<file path="src/hdl/gbws_pkg.sv">
// Shared types, constants and operation codes for the growable bit set word store.
package gbws_pkg;

	// Fixed widths of the item fields.
	localparam int OP_W      = 3;
	localparam int IDX_W     = 10;
	localparam int SEL_W     = 5;
	localparam int VALUE_W   = 32;
	localparam int COUNT_O_W = 6;

	// Default build sizes.
	localparam int NUM_WORDS_DEF = 32;
	localparam int WORD_BITS_DEF = 32;

	// Fraction bits of the reciprocal used to split a bit index into word and bit.
	localparam int DIV_SHIFT = 24;

	// Operation codes.
	localparam logic [OP_W-1:0] OP_TEST       = 3'd0;
	localparam logic [OP_W-1:0] OP_SET        = 3'd1;
	localparam logic [OP_W-1:0] OP_CLEAR      = 3'd2;
	localparam logic [OP_W-1:0] OP_READ_WORD  = 3'd3;
	localparam logic [OP_W-1:0] OP_READ_COUNT = 3'd4;

	// Sequencer states.
	typedef enum logic [2:0] {
		ST_CLEAR,
		ST_IDLE,
		ST_RMW,
		ST_SHR_RD,
		ST_SHR_CHK,
		ST_RESP
	} gbws_state_t;

	// Control flags from the sequencer to the datapath.
	typedef struct packed {
		logic clearing;
		logic idle;
		logic rmw;
		logic shr_rd;
		logic shr_chk;
		logic resp;
	} gbws_ctl_t;

	// Status flags from the datapath to the sequencer.
	typedef struct packed {
		logic shrink_go;
		logic shrink_more;
		logic out_free;
	} gbws_stat_t;

endpackage

</file>
<file path="src/hdl/growable_bitset_word_store_unit.sv">
// Top level of the growable bit set word store: item datapath, word memory and sequencer.
//
// A bit set held in NUM_WORDS words of WORD_BITS bits, with a count of words in use.
// After reset the block zeroes the word memory, one word a cycle, and holds in_stall
// high meanwhile. For each item the word is then read from the memory in the idle
// state, and is modified, written back and turned into the result in the next state.
// A clear that leaves the top word empty walks down the memory, reading and then
// checking one word at a time, while further words are zero.
// The result sits in an output register, and the next item is taken while
// that result waits; a second result waits only if the first has not yet been taken.
module growable_bitset_word_store_unit #(
	parameter int NUM_WORDS = gbws_pkg::NUM_WORDS_DEF,
	parameter int WORD_BITS = gbws_pkg::WORD_BITS_DEF
) (
	input  logic                              clk,
	input  logic                              arst_n,
	input  logic                              in_valid,
	output logic                              in_stall,
	input  logic [gbws_pkg::OP_W-1:0]         operation,
	input  logic [gbws_pkg::IDX_W-1:0]        bit_index,
	input  logic [gbws_pkg::SEL_W-1:0]        word_select,
	output logic                              out_valid,
	input  logic                              out_stall,
	output logic                              bit_value,
	output logic [gbws_pkg::VALUE_W-1:0]      word_value,
	output logic [gbws_pkg::COUNT_O_W-1:0]    words_in_use
);

	localparam int IDX_W  = gbws_pkg::IDX_W;
	localparam int SEL_W  = gbws_pkg::SEL_W;
	localparam int AW     = (NUM_WORDS > 1) ? $clog2(NUM_WORDS) : 1;
	localparam int CW     = $clog2(NUM_WORDS + 1);
	localparam int WN_W   = $clog2((2 ** IDX_W - 1) / WORD_BITS + 1);
	localparam int BN_W   = $clog2(WORD_BITS);
	localparam int MX1    = (CW > WN_W) ? CW : WN_W;
	localparam int CMP_W  = ((MX1 > SEL_W) ? MX1 : SEL_W) + 1;
	localparam int RECIP  = (2 ** gbws_pkg::DIV_SHIFT + WORD_BITS - 1) / WORD_BITS;
	localparam int PROD_W = IDX_W + gbws_pkg::DIV_SHIFT;
	localparam int OW     = (WORD_BITS > gbws_pkg::VALUE_W) ? WORD_BITS : gbws_pkg::VALUE_W;
	localparam int CO_W   = (CW > gbws_pkg::COUNT_O_W) ? CW : gbws_pkg::COUNT_O_W;

	gbws_pkg::gbws_ctl_t  ctl;
	gbws_pkg::gbws_stat_t stat;
	logic [AW-1:0]        clr_addr;

	// Item registers.
	logic [gbws_pkg::OP_W-1:0] op_s1;
	logic [IDX_W-1:0]          idx_s1;
	logic [SEL_W-1:0]          sel_s1;
	logic [WN_W-1:0]           wnum_s1;

	// Word count and held result.
	logic [CW-1:0]                count_q;
	logic [CW-1:0]                count_d;
	logic                         res_bit_q;
	logic [gbws_pkg::VALUE_W-1:0] res_word_q;

	// Output register.
	logic                           out_valid_q;
	logic                           bit_value_q;
	logic [gbws_pkg::VALUE_W-1:0]   word_value_q;
	logic [gbws_pkg::COUNT_O_W-1:0] words_in_use_q;

	// Memory ports.
	logic                 mem_we;
	logic [AW-1:0]        mem_waddr;
	logic [WORD_BITS-1:0] mem_wdata;
	logic [AW-1:0]        mem_raddr;
	logic [WORD_BITS-1:0] mem_rdata;

	// Index split and comparisons.
	logic [PROD_W-1:0]    quot_prod;
	logic [WN_W-1:0]      in_wnum;
	logic [CMP_W-1:0]     in_wnum_x;
	logic [CMP_W-1:0]     in_sel_x;
	logic [IDX_W-1:0]     rem_full;
	logic [BN_W-1:0]      bnum;
	logic [WORD_BITS-1:0] bmask;
	logic [CMP_W-1:0]     wnum_x;
	logic [CMP_W-1:0]     sel_x;
	logic [CMP_W-1:0]     cnt_x;
	logic [CMP_W-1:0]     cap_x;
	logic [CW-1:0]        cnt_m1;
	logic [CMP_W-1:0]     cnt_m1_x;
	logic                 wnum_ok;
	logic                 wnum_live;
	logic                 sel_live;
	logic                 wnum_top;

	// Result assembly.
	logic                         rmw_bit;
	logic [WORD_BITS-1:0]         rmw_word;
	logic [OW-1:0]                rmw_word_wide;
	logic [CO_W-1:0]              cnt_wide;
	logic                         out_load;

	gbws_ctrl #(
		.NUM_WORDS (NUM_WORDS),
		.AW        (AW)
	) u_ctrl (
		.clk      (clk),
		.arst_n   (arst_n),
		.in_valid (in_valid),
		.stat     (stat),
		.ctl      (ctl),
		.clr_addr (clr_addr)
	);

	gbws_ram #(
		.WIDTH (WORD_BITS),
		.DEPTH (NUM_WORDS),
		.AW    (AW)
	) u_ram (
		.clk   (clk),
		.we    (mem_we),
		.waddr (mem_waddr),
		.wdata (mem_wdata),
		.raddr (mem_raddr),
		.rdata (mem_rdata)
	);

	assign in_stall  = !ctl.idle;
	assign out_valid = out_valid_q;
	assign bit_value    = bit_value_q;
	assign word_value   = word_value_q;
	assign words_in_use = words_in_use_q;

	// Word number of the incoming bit index by reciprocal multiplication.
	assign quot_prod = PROD_W'(bit_index) * PROD_W'(RECIP);
	assign in_wnum   = quot_prod[gbws_pkg::DIV_SHIFT +: WN_W];
	assign in_wnum_x = CMP_W'(in_wnum);
	assign in_sel_x  = CMP_W'(word_select);

	// Bit number and mask of the registered item.
	assign rem_full = idx_s1 - IDX_W'(IDX_W'(wnum_s1) * IDX_W'(WORD_BITS));
	assign bnum     = rem_full[BN_W-1:0];
	assign bmask    = WORD_BITS'(1) << bnum;

	// Range checks against the capacity and the count before this item.
	assign wnum_x    = CMP_W'(wnum_s1);
	assign sel_x     = CMP_W'(sel_s1);
	assign cnt_x     = CMP_W'(count_q);
	assign cap_x     = CMP_W'(NUM_WORDS);
	assign cnt_m1    = count_q - CW'(1);
	assign cnt_m1_x  = CMP_W'(cnt_m1);
	assign wnum_ok   = (wnum_x < cap_x);
	assign wnum_live = wnum_ok && (wnum_x < cnt_x);
	assign sel_live  = (sel_x < cap_x) && (sel_x < cnt_x);
	assign wnum_top  = ((wnum_x + CMP_W'(1)) == cnt_x);

	// Memory read address: the item's word on acceptance, the next word down while shrinking.
	always_comb begin
		if (ctl.shr_rd) begin
			mem_raddr = cnt_m1_x[AW-1:0];
		end else if (operation == gbws_pkg::OP_READ_WORD) begin
			mem_raddr = in_sel_x[AW-1:0];
		end else begin
			mem_raddr = in_wnum_x[AW-1:0];
		end
	end

	// Read-modify-write, count update and shrink decisions.
	always_comb begin
		mem_we           = 1'b0;
		mem_waddr        = wnum_x[AW-1:0];
		mem_wdata        = mem_rdata;
		count_d          = count_q;
		rmw_bit          = 1'b0;
		rmw_word         = '0;
		stat.out_free    = !out_valid_q || !out_stall;
		stat.shrink_go   = 1'b0;
		stat.shrink_more = 1'b0;
		if (ctl.clearing) begin
			mem_we    = 1'b1;
			mem_waddr = clr_addr;
			mem_wdata = '0;
		end else if (ctl.rmw) begin
			unique case (op_s1)
				gbws_pkg::OP_TEST: begin
					rmw_bit = wnum_live && mem_rdata[bnum];
				end
				gbws_pkg::OP_SET: begin
					if (wnum_ok) begin
						mem_we    = 1'b1;
						mem_wdata = mem_rdata | bmask;
						if (!(wnum_x < cnt_x)) begin
							count_d = CW'(wnum_x + CMP_W'(1));
						end
					end
				end
				gbws_pkg::OP_CLEAR: begin
					if (wnum_live) begin
						mem_we    = 1'b1;
						mem_wdata = mem_rdata & ~bmask;
						if (wnum_top && (mem_wdata == '0) && (cnt_x > CMP_W'(1))) begin
							count_d        = cnt_m1;
							stat.shrink_go = (cnt_x > CMP_W'(2));
						end
					end
				end
				gbws_pkg::OP_READ_WORD: begin
					if (sel_live) begin
						rmw_word = mem_rdata;
					end
				end
				default: begin
					rmw_bit = 1'b0;
				end
			endcase
		end else if (ctl.shr_chk) begin
			if (mem_rdata == '0) begin
				count_d          = cnt_m1;
				stat.shrink_more = (cnt_x > CMP_W'(2));
			end
		end
	end

	// Output load conditions and width mapping of the result.
	assign out_load = stat.out_free &&
		((ctl.rmw && !stat.shrink_go) || (ctl.shr_chk && !stat.shrink_more) || ctl.resp);
	assign rmw_word_wide = OW'(rmw_word);
	assign cnt_wide      = CO_W'(count_d);

	// Item capture on acceptance, held result and output register.
	always_ff @(posedge clk) begin
		if (ctl.idle && in_valid) begin
			op_s1   <= operation;
			idx_s1  <= bit_index;
			sel_s1  <= word_select;
			wnum_s1 <= in_wnum;
		end
		if (ctl.rmw) begin
			res_bit_q  <= rmw_bit;
			res_word_q <= rmw_word_wide[gbws_pkg::VALUE_W-1:0];
		end
		if (out_load) begin
			bit_value_q    <= ctl.rmw ? rmw_bit : res_bit_q;
			word_value_q   <= ctl.rmw ? rmw_word_wide[gbws_pkg::VALUE_W-1:0] : res_word_q;
			words_in_use_q <= cnt_wide[gbws_pkg::COUNT_O_W-1:0];
		end
	end

	// Count of words in use and output valid flag.
	always_ff @(posedge clk or negedge arst_n) begin
		if (!arst_n) begin
			count_q     <= CW'(1);
			out_valid_q <= 1'b0;
		end else begin
			count_q <= count_d;
			if (out_load) begin
				out_valid_q <= 1'b1;
			end else if (!out_stall) begin
				out_valid_q <= 1'b0;
			end
		end
	end

endmodule

</file>
<file path="src/hdl/gbws_ram.sv">
// Generic single-port-write, single-port-read RAM with a registered read.
module gbws_ram #(
	parameter int WIDTH = 32,
	parameter int DEPTH = 32,
	parameter int AW    = (DEPTH > 1) ? $clog2(DEPTH) : 1
) (
	input  logic             clk,
	input  logic             we,
	input  logic [AW-1:0]    waddr,
	input  logic [WIDTH-1:0] wdata,
	input  logic [AW-1:0]    raddr,
	output logic [WIDTH-1:0] rdata
);

	logic [WIDTH-1:0] mem [DEPTH];

	// Write port and registered read port.
	always_ff @(posedge clk) begin
		if (we) begin
			mem[waddr] <= wdata;
		end
		rdata <= mem[raddr];
	end

endmodule

</file>
<file path="src/hdl/gbws_ctrl.sv">
// Sequencer for the word store: clearing pass, read-modify-write and shrink walk.
module gbws_ctrl #(
	parameter int NUM_WORDS = gbws_pkg::NUM_WORDS_DEF,
	parameter int AW        = (NUM_WORDS > 1) ? $clog2(NUM_WORDS) : 1
) (
	input  logic                clk,
	input  logic                arst_n,
	input  logic                in_valid,
	input  gbws_pkg::gbws_stat_t stat,
	output gbws_pkg::gbws_ctl_t  ctl,
	output logic [AW-1:0]       clr_addr
);

	gbws_pkg::gbws_state_t st_q;
	gbws_pkg::gbws_state_t st_d;
	logic [AW-1:0]         clr_q;
	logic                  clr_last;

	assign clr_last = (clr_q == AW'(NUM_WORDS - 1));
	assign clr_addr = clr_q;

	// State register and clearing pass address.
	always_ff @(posedge clk or negedge arst_n) begin
		if (!arst_n) begin
			st_q  <= gbws_pkg::ST_CLEAR;
			clr_q <= '0;
		end else begin
			st_q <= st_d;
			if (st_q == gbws_pkg::ST_CLEAR) begin
				clr_q <= clr_q + AW'(1);
			end
		end
	end

	// Next state.
	always_comb begin
		st_d = st_q;
		unique case (st_q)
			gbws_pkg::ST_CLEAR: begin
				if (clr_last) st_d = gbws_pkg::ST_IDLE;
			end
			gbws_pkg::ST_IDLE: begin
				if (in_valid) st_d = gbws_pkg::ST_RMW;
			end
			gbws_pkg::ST_RMW: begin
				if (stat.shrink_go) st_d = gbws_pkg::ST_SHR_RD;
				else if (stat.out_free) st_d = gbws_pkg::ST_IDLE;
				else st_d = gbws_pkg::ST_RESP;
			end
			gbws_pkg::ST_SHR_RD: begin
				st_d = gbws_pkg::ST_SHR_CHK;
			end
			gbws_pkg::ST_SHR_CHK: begin
				if (stat.shrink_more) st_d = gbws_pkg::ST_SHR_RD;
				else if (stat.out_free) st_d = gbws_pkg::ST_IDLE;
				else st_d = gbws_pkg::ST_RESP;
			end
			gbws_pkg::ST_RESP: begin
				if (stat.out_free) st_d = gbws_pkg::ST_IDLE;
			end
			default: st_d = gbws_pkg::ST_CLEAR;
		endcase
	end

	// Control flags decoded from the state.
	always_comb begin
		ctl = '0;
		unique case (st_q)
			gbws_pkg::ST_CLEAR:   ctl.clearing = 1'b1;
			gbws_pkg::ST_IDLE:    ctl.idle     = 1'b1;
			gbws_pkg::ST_RMW:     ctl.rmw      = 1'b1;
			gbws_pkg::ST_SHR_RD:  ctl.shr_rd   = 1'b1;
			gbws_pkg::ST_SHR_CHK: ctl.shr_chk  = 1'b1;
			gbws_pkg::ST_RESP:    ctl.resp     = 1'b1;
			default:              ctl          = '0;
		endcase
	end

endmodule
</file>
<file path="config.mk">
export PLATFORM = sky130hd
export DESIGN_NAME = growable_bitset_word_store_unit
export DESIGN_NICKNAME = d
export VERILOG_FILES = /design/src/hdl/gbws_pkg.sv /design/src/hdl/growable_bitset_word_store_unit.sv /design/src/hdl/gbws_ram.sv /design/src/hdl/gbws_ctrl.sv
export SDC_FILE = /design/constraint.sdc
export NUM_CORES = 2
export LEC_CHECK = 0
export BUFFER_PORTS_ARGS = -buffer_cell sky130_fd_sc_hd__buf_2
export CORE_ASPECT_RATIO = 0.8
export CORE_MARGIN = 4
export CORE_UTILIZATION = 30
export CTS_BUF_LIST = sky130_fd_sc_hd__clkbuf_4 sky130_fd_sc_hd__clkbuf_8
export CTS_CLUSTER_DIAMETER = 120
export DETAILED_ROUTE_END_ITERATION = 12
export PLACE_DENSITY = 0.47
export SYNTH_ARGS = -nofsm -noshare
export SYNTH_HDL_FRONTEND = slang
export SYNTH_SLANG_ARGS = --single-unit
</file>
<file path="constraint.sdc">
create_clock -name clk -period 11.6 [get_ports clk]
set_input_delay 0 -clock clk [delete_from_list [all_inputs] [get_ports clk]]
set_output_delay 0 -clock clk [all_outputs]
set_load 0.01 [all_outputs]
</file>
Word level (Yosys, flattened, before mapping)
Memory sizes are Yosys's and may differ from the RTL's. A register that Yosys moved wholly into a read port is not among the register bits.
Index checks and enable logic that the tools add are counted.
{"block": "classes", "n_div": 0, "reduce_logical": 22, "mux": 56, "n_shift": 1, "n_lt_le_gt_ge": 7, "bitwise": 3, "eq_ne": 15, "n_mul": 0, "add_sub_neg": 4}
{"op": "2-to-1 mux 32 bit", "n": 8}
{"op": "logical NOT 32 bit", "n": 2}
{"op": "one-hot mux 32 bit (2 select lines)", "n": 1}
{"op": "2-to-1 mux 6 bit", "n": 8}
{"op": "bitwise AND 32 bit", "n": 1}
{"op": "inverter 32 bit", "n": 1}
{"op": "bitwise OR 32 bit", "n": 1}
{"op": "<< shifter 1 x 5 -> 32 bit (first input constant)", "n": 1}
{"op": "2-to-1 mux 1 bit", "n": 25}
{"op": "< comparator 5 x 6 -> 1 bit (second input constant)", "n": 3}
{"op": "2-to-1 mux 3 bit", "n": 6}
{"op": "one-hot mux 3 bit (6 select lines)", "n": 1}
{"op": "== test 3 x 2 -> 1 bit (second input constant)", "n": 5}
{"op": "2-to-1 mux 5 bit", "n": 3}
{"op": "< comparator 5 x 6 -> 1 bit", "n": 2}
{"op": "one-hot mux 6 bit (2 select lines)", "n": 1}
{"op": "logical AND 1 bit", "n": 9}
{"op": "== test 7 x 6 -> 1 bit", "n": 1}
{"op": "adder 5 x 1 -> 6 bit (second input constant)", "n": 1}
{"op": "== test 3 x 1 -> 1 bit (second input constant)", "n": 2}
{"op": "== test 3 bit (second input constant)", "n": 2}
{"op": "greater-than comparator 6 x 1 -> 1 bit (second input constant)", "n": 1}
{"op": "greater-than comparator 6 x 2 -> 1 bit (second input constant)", "n": 1}
{"op": "logical NOT 3 bit", "n": 2}
{"op": "12 further kinds", "n": 20}
{"block": "totals", "regBits": 105, "mem_count": 1, "out_inout_bits": 41, "latch_bits": 0, "ramBits": 1024, "rom_bits": 0}
{"memory": "u_ram.mem", "words": 32, "width": 32, "read_ports": 1, "rd_clocked_by_memory_dff": 1, "wr": 1, "line_no": "gbws_ram.sv:15", "rtl": "logic [WIDTH-1:0] mem [DEPTH];"}

Logic depth before layout (Yosys ltp)
{"block": "logic_depth", "depth_word": 18, "mapped_depth": 11, "mapped_depth_nobuf": 9}

Cells and area by module
From an unflattened synthesis, not the netlist that was laid out.
{"block": "unflattened", "hier_cells": 2869, "hier_area_um2": 46527.1}
{"module": "gbws_ram", "seq_area_each_um2": 31390.1, "area_each_um2": 40490.1, "cells_each": 2261, "instances": 1}
{"module": "growable_bitset_word_store_unit", "seq_area_each_um2": 2548.7, "area_each_um2": 5547.8, "cells_each": 564, "instances": 1}
{"module": "gbws_ctrl", "seq_area_each_um2": 200.2, "area_each_um2": 489.2, "cells_each": 44, "instances": 1}

Least setup slack after synthesis
OpenSTA, ideal clock, no wires.
{"block": "synth_timing", "path_type": "reg2reg", "from": "register count_q[3]", "to": "register bit_value_q, in the netlist bit_value (enable)", "arrival_ps": 3779, "stages_incl_launch_ff": 11, "path_slack_ps": 7375, "required_time_ps": 11154, "synth_period_minus_slack_ps": 4225, "path_buffers": 2, "setup_ps": 446, "path_cell_list": "dfrtp_1 clkbuf_1 inv_1 ha_1 o21a_1 o31ai_1 a21oi_1 or4_1 buf_2 o31ai_2 a21boi_1"}
{"block": "synth_between", "elab_chain_len": 13}
{"item": "from (decl)", "line_no": "growable_bitset_word_store_unit.sv:53", "rtl": "logic [CW-1:0] count_q;"}
{"item": "from (signal assigned)", "line_no": "growable_bitset_word_store_unit.sv:249", "rtl": "count_q <= count_d;"}
{"item": "parallel branches: the longest is 7 deep, another holds greater-than comparator 6 x 1 -> 1 bit"}
{"item": "2-to-1 mux 2 bit (*)", "line_no": "growable_bitset_word_store_unit.sv:173", "rtl": "if (ctl.clearing) begin"}
{"item": "logical NOT 1 bit", "line_no": "growable_bitset_word_store_unit.sv:220", "rtl": "((ctl.rmw && !stat.shrink_go) || (ctl.shr_chk && !stat.shrink_more) || ctl.resp);"}
{"item": "logical AND 1 bit", "line_no": "growable_bitset_word_store_unit.sv:220"}
{"item": "logical OR 1 bit (*) (2 in a row)", "line_no": "growable_bitset_word_store_unit.sv:220"}
{"item": "logical AND 1 bit (*)", "line_no": "growable_bitset_word_store_unit.sv:219", "rtl": "assign out_load = stat.out_free &&"}
{"item": "via out_load", "line_no": "growable_bitset_word_store_unit.sv:95", "rtl": "logic out_load;"}
{"item": "to (signal assigned)", "line_no": "growable_bitset_word_store_unit.sv:237", "rtl": "bit_value_q <= ctl.rmw ? rmw_bit : res_bit_q;"}
{"item": "to (decl)", "line_no": "growable_bitset_word_store_unit.sv:60", "rtl": "logic bit_value_q;"}
Mark *: on every way through the listed nets, which the timed path passes.
A chain may end at the register's enable or synchronous reset.

Final worst setup path
{"block": "layout_timing", "from": "register u_ctrl.st_q[0]", "to": "register u_ram.rdata[18], read port of u_ram.mem"}
{"block": "layout_between", "elab_chain_len": 3}
{"item": "from (decl)", "line_no": "gbws_ctrl.sv:14", "rtl": "gbws_pkg::gbws_state_t st_q;"}
{"item": "from (signal assigned)", "line_no": "gbws_ctrl.sv:25", "rtl": "st_q <= gbws_pkg::ST_CLEAR;"}
{"item": "from (signal assigned)", "line_no": "gbws_ctrl.sv:28", "rtl": "st_q <= st_d;"}
{"item": "== test 3 x 2 -> 1 bit", "line_no": "gbws_ctrl.sv:68", "rtl": "unique case (st_q)"}
{"item": "2-to-1 mux 1 bit", "line_no": "gbws_ctrl.sv:68"}
{"item": "2-to-1 mux 5 bit", "line_no": "growable_bitset_word_store_unit.sv:153", "rtl": "if (ctl.shr_rd) begin"}
{"item": "to (decl)", "line_no": "gbws_ram.sv:12", "rtl": "output logic [WIDTH-1:0] rdata"}
Every way passes these cells.

==> flow_summary.json <==
{
  "grt_max_degree": 97,
  "synth_enable_flop_cells": 1081,
  "synthArstFlopShare_pct": 1.292,
  "gr-total-overflow": 0,
  "ys_types": 72,
  "max_freq_ghz": 0.2151,
  "powerDensity_mw_per_mm2": 208.5,
  "cts_made_buffers": 178,
  "post-place-ws_ps": 6956,
  "ios": 63,
  "htree_num_levels": 4,
  "grt_pass1_wl_um": 206200,
  "synthesis.nets": 3072,
  "syn_avg_cell_area_um2": 15.08,
  "finalNonFillerCells": 5389,
  "drv_cap": 0,
  "tightest_slew_ps": 1265,
  "core-area_mm2": 0.1508,
  "wire_per_inst_um": 27.23,
  "setup_tns_ps": 0,
  "syn_to_final_growth_pct": 16.35,
  "drc_errors": 0,
  "power.total_uw": 11100,
  "rsz0062_at_grt": "no",
  "gp_congestion": 0.8564,
  "cts.sinks": 1161,
  "crit_type": "reg2reg",
  "p_leak_uw": 0.01806,
  "die_w_um": 444.8,
  "worstSetupEndpointType": "flop",
  "clk_latency_ps": 880,
  "maxSlewViolCount": 0,
  "cts_setup_buffers": 0,
  "port_buffers": 62,
  "cp_data_required_time_ps": 12390,
  "ys_seq_area_share_pct": 74.57,
  "hold_viol": 0,
  "drt_iter0_drc": 3109,
  "die_height_um": 357.4,
  "vdd_drop_max_mv": 0.1248,
  "utilization_pct": 35.32,
  "wl_um": 146800,
  "setup_ws_ps": 6951,
  "crit_arrival_ps": 5440,
  "dpl.cell_count": 5007,
  "period_share_pct": 40.08,
  "maxSlewHeadroom_pct": 15.66,
  "layout-drive-gt1-share_pct": 17.20,
  "place_hpwl_um": 79790,
  "final_nets": 3266,
  "vias_per_cell": 5.258,
  "syn_area_mm2": 0.04578,
  "status": "complete, no violations",
  "vias": 28330,
  "fin_skew_ps": 45.58,
  "clk_pin_slew_ps": 70,
  "cp_max_fo": 93,
  "ys.flop_type": "edfxtp_1",
  "cts_resized": 0,
  "initial_core_util_pct": 30.36,
  "finalCriticalPeriod_ps": 4649,
  "core.rowCount": 127,
  "start_kind": "flop",
  "antenna_found_initial": 8,
  "grt_pass1_vias": 27000,
  "grt_usage_pct": 18.03,
  "yosys_warnings": 0,
  "root_buffer": "clkbuf_8",
  "yosys_register_bits": 1161,
  "final_antenna_net_count": 0,
  "setup_viol": 0,
  "drt_pass1_iterations": 5,
  "cts_tree": "yes",
  "cts_max_path_buffers": 3,
  "worst_hold_path_type": "in2reg",
  "synth_cells": 3035,
  "die-area_mm2": 0.1590
}
[per-layer routing]
metal  vias to the layer above  global-route usage [%]  share of wire (%)
li1                      12320                       -                  -
met1                     14700                   28.02                 49
met2                      1129                   25.68                 42
met3                       187                   3.352                6.9
met4                         0                   4.595                1.8
met5                         -                       0                  0
[power by group]
| group | leakage (uW) | switching (uW) | total [uW] | internal (uW) |
|---|---|---|---|---|
| clock | 0.00194 | 1630 | 3480 | 1850 |
| sequential | 0.0108 | 304 | 5760 | 5450 |
| combinational | 0.00534 | 1450 | 1860 | 411 |
[registers in the layout (all words and copies together) (netlist names), 5 cells and up]
register	count
count_q	6
res_word_q	32
words_in_use	6
word_value	32
u_ram.mem	1024
u_ram.rdata	32
idx_s1	5
wnum_s1	5
u_ctrl.clr_addr	5
sel_s1	5
[placed cells by master, fill, tap and decap left out, types with 65 or more instances in the layout]
cell,netlist,layout
buf_4,2,91
nor2_1,110,70
nand2_1,592,592
edfxtp_1,1081,1081
clkbuf_8,0,195
nand4_1,76,76
mux2i_1,265,265
dfxtp_1,65,65
a32oi_1,261,260
clkbuf_4,0,76
[cell type report]
| type | instances | area, um2 |
|---|---|---|
| fill | 14420 | 97530 |
| sequential | 1161 | 34140 |
| multi-input combinational | 1680 | 11450 |
| clock buffer | 271 | 3254 |
| tap | 1999 | 2501 |
| timing repair buffer | 196 | 1444 |
| clock inverter | 63 | 412.9 |
| inverter | 12 | 45.04 |
| antenna | 7 | 17.52 |
[path summary, 6_finish.rpt]
kind / start / to / slack [ps] / cells after the start
worst min register to register: res_word_q[1] / res_word_q[1] / 480 / 1
max in group asynchronous: arst_n / u_ctrl.clr_addr[2] / 10710 / 3
worst min-delay path: out_stall / u_ctrl.st_q[1] / 130 / 4
worst max-delay path: u_ctrl.st_q[0] / u_ram.rdata[18] / 6950 / 9
worst max register to register: u_ctrl.st_q[0] / u_ram.rdata[18] / 6950 / 9
min in group asynchronous: arst_n / count_q[1] / 350 / 3
[synth_stat cells, drive strengths merged, types with 9 or more instances]
master | n | area share [%]
a21o | 9 | 0.15
a21oi | 46 | 0.50
a22o | 33 | 0.63
a32oi | 261 | 5.0
and2 | 12 | 0.16
buf | 22 | 0.22
clkbuf | 160 | 1.3
dfrtp | 14 | 0.77
dfxtp | 65 | 2.8
edfxtp | 1081 | 71
ha | 15 | 0.41
inv | 12 | 0.098
mux2i | 265 | 5.8
mux4 | 10 | 0.49
nand2 | 592 | 4.9
nand2b | 11 | 0.15
nand3 | 15 | 0.16
nand3b | 10 | 0.16
nand4 | 76 | 1.0
nor2 | 110 | 0.90
nor3 | 20 | 0.22
nor4 | 20 | 0.29
o21ai | 49 | 0.54
o31ai | 11 | 0.25
o32ai | 9 | 0.19
xnor2 | 9 | 0.17
[per-stage QoR]
step / instance area [um2] / hold slack [ps]
final: 53260 / 131.6
after global routing: 53250 / 101.1
after CTS: 53250 / 23.06
after detailed placement: 49170 / -41.00
after global placement: 49170 / -41.48
after floorplan: 45780 / -295.6
[timing repair]
| action | in CTS | in global routing |
|---|---|---|
| hold endpoints to repair | 94 | 0 |
| hold buffers | 41 | 0 |
| endpoints found under the setup margin | 0 | 0 |
[kinds of logic after synthesis]
| family | after synthesis | share of synthesized area [%] |
|---|---|---|
| xor gates and xnor gates | 13 | 0.2487 |
| and+or+nand+nor | 910 | 8.664 |
| buffers and inverters | 194 | 1.626 |
| AOI/OAI and AO/OA | 462 | 8.071 |
| DFF | 1161 | 74.57 |
| adders and majority gates | 15 | 0.4100 |
| muxes | 280 | 6.409 |
[worst max-delay path, cell delays in order (launching register included)]
cell      delay (ps)
dfrtp_1          590
nand3b_1         490
nor2_1           430
or2_4            560
buf_4            690
buf_12           490
mux2i_1          170
a32oi_1          230
nand4_1          510
nor2_1           220
No activity file was read; power rests on OpenSTA's default activity.
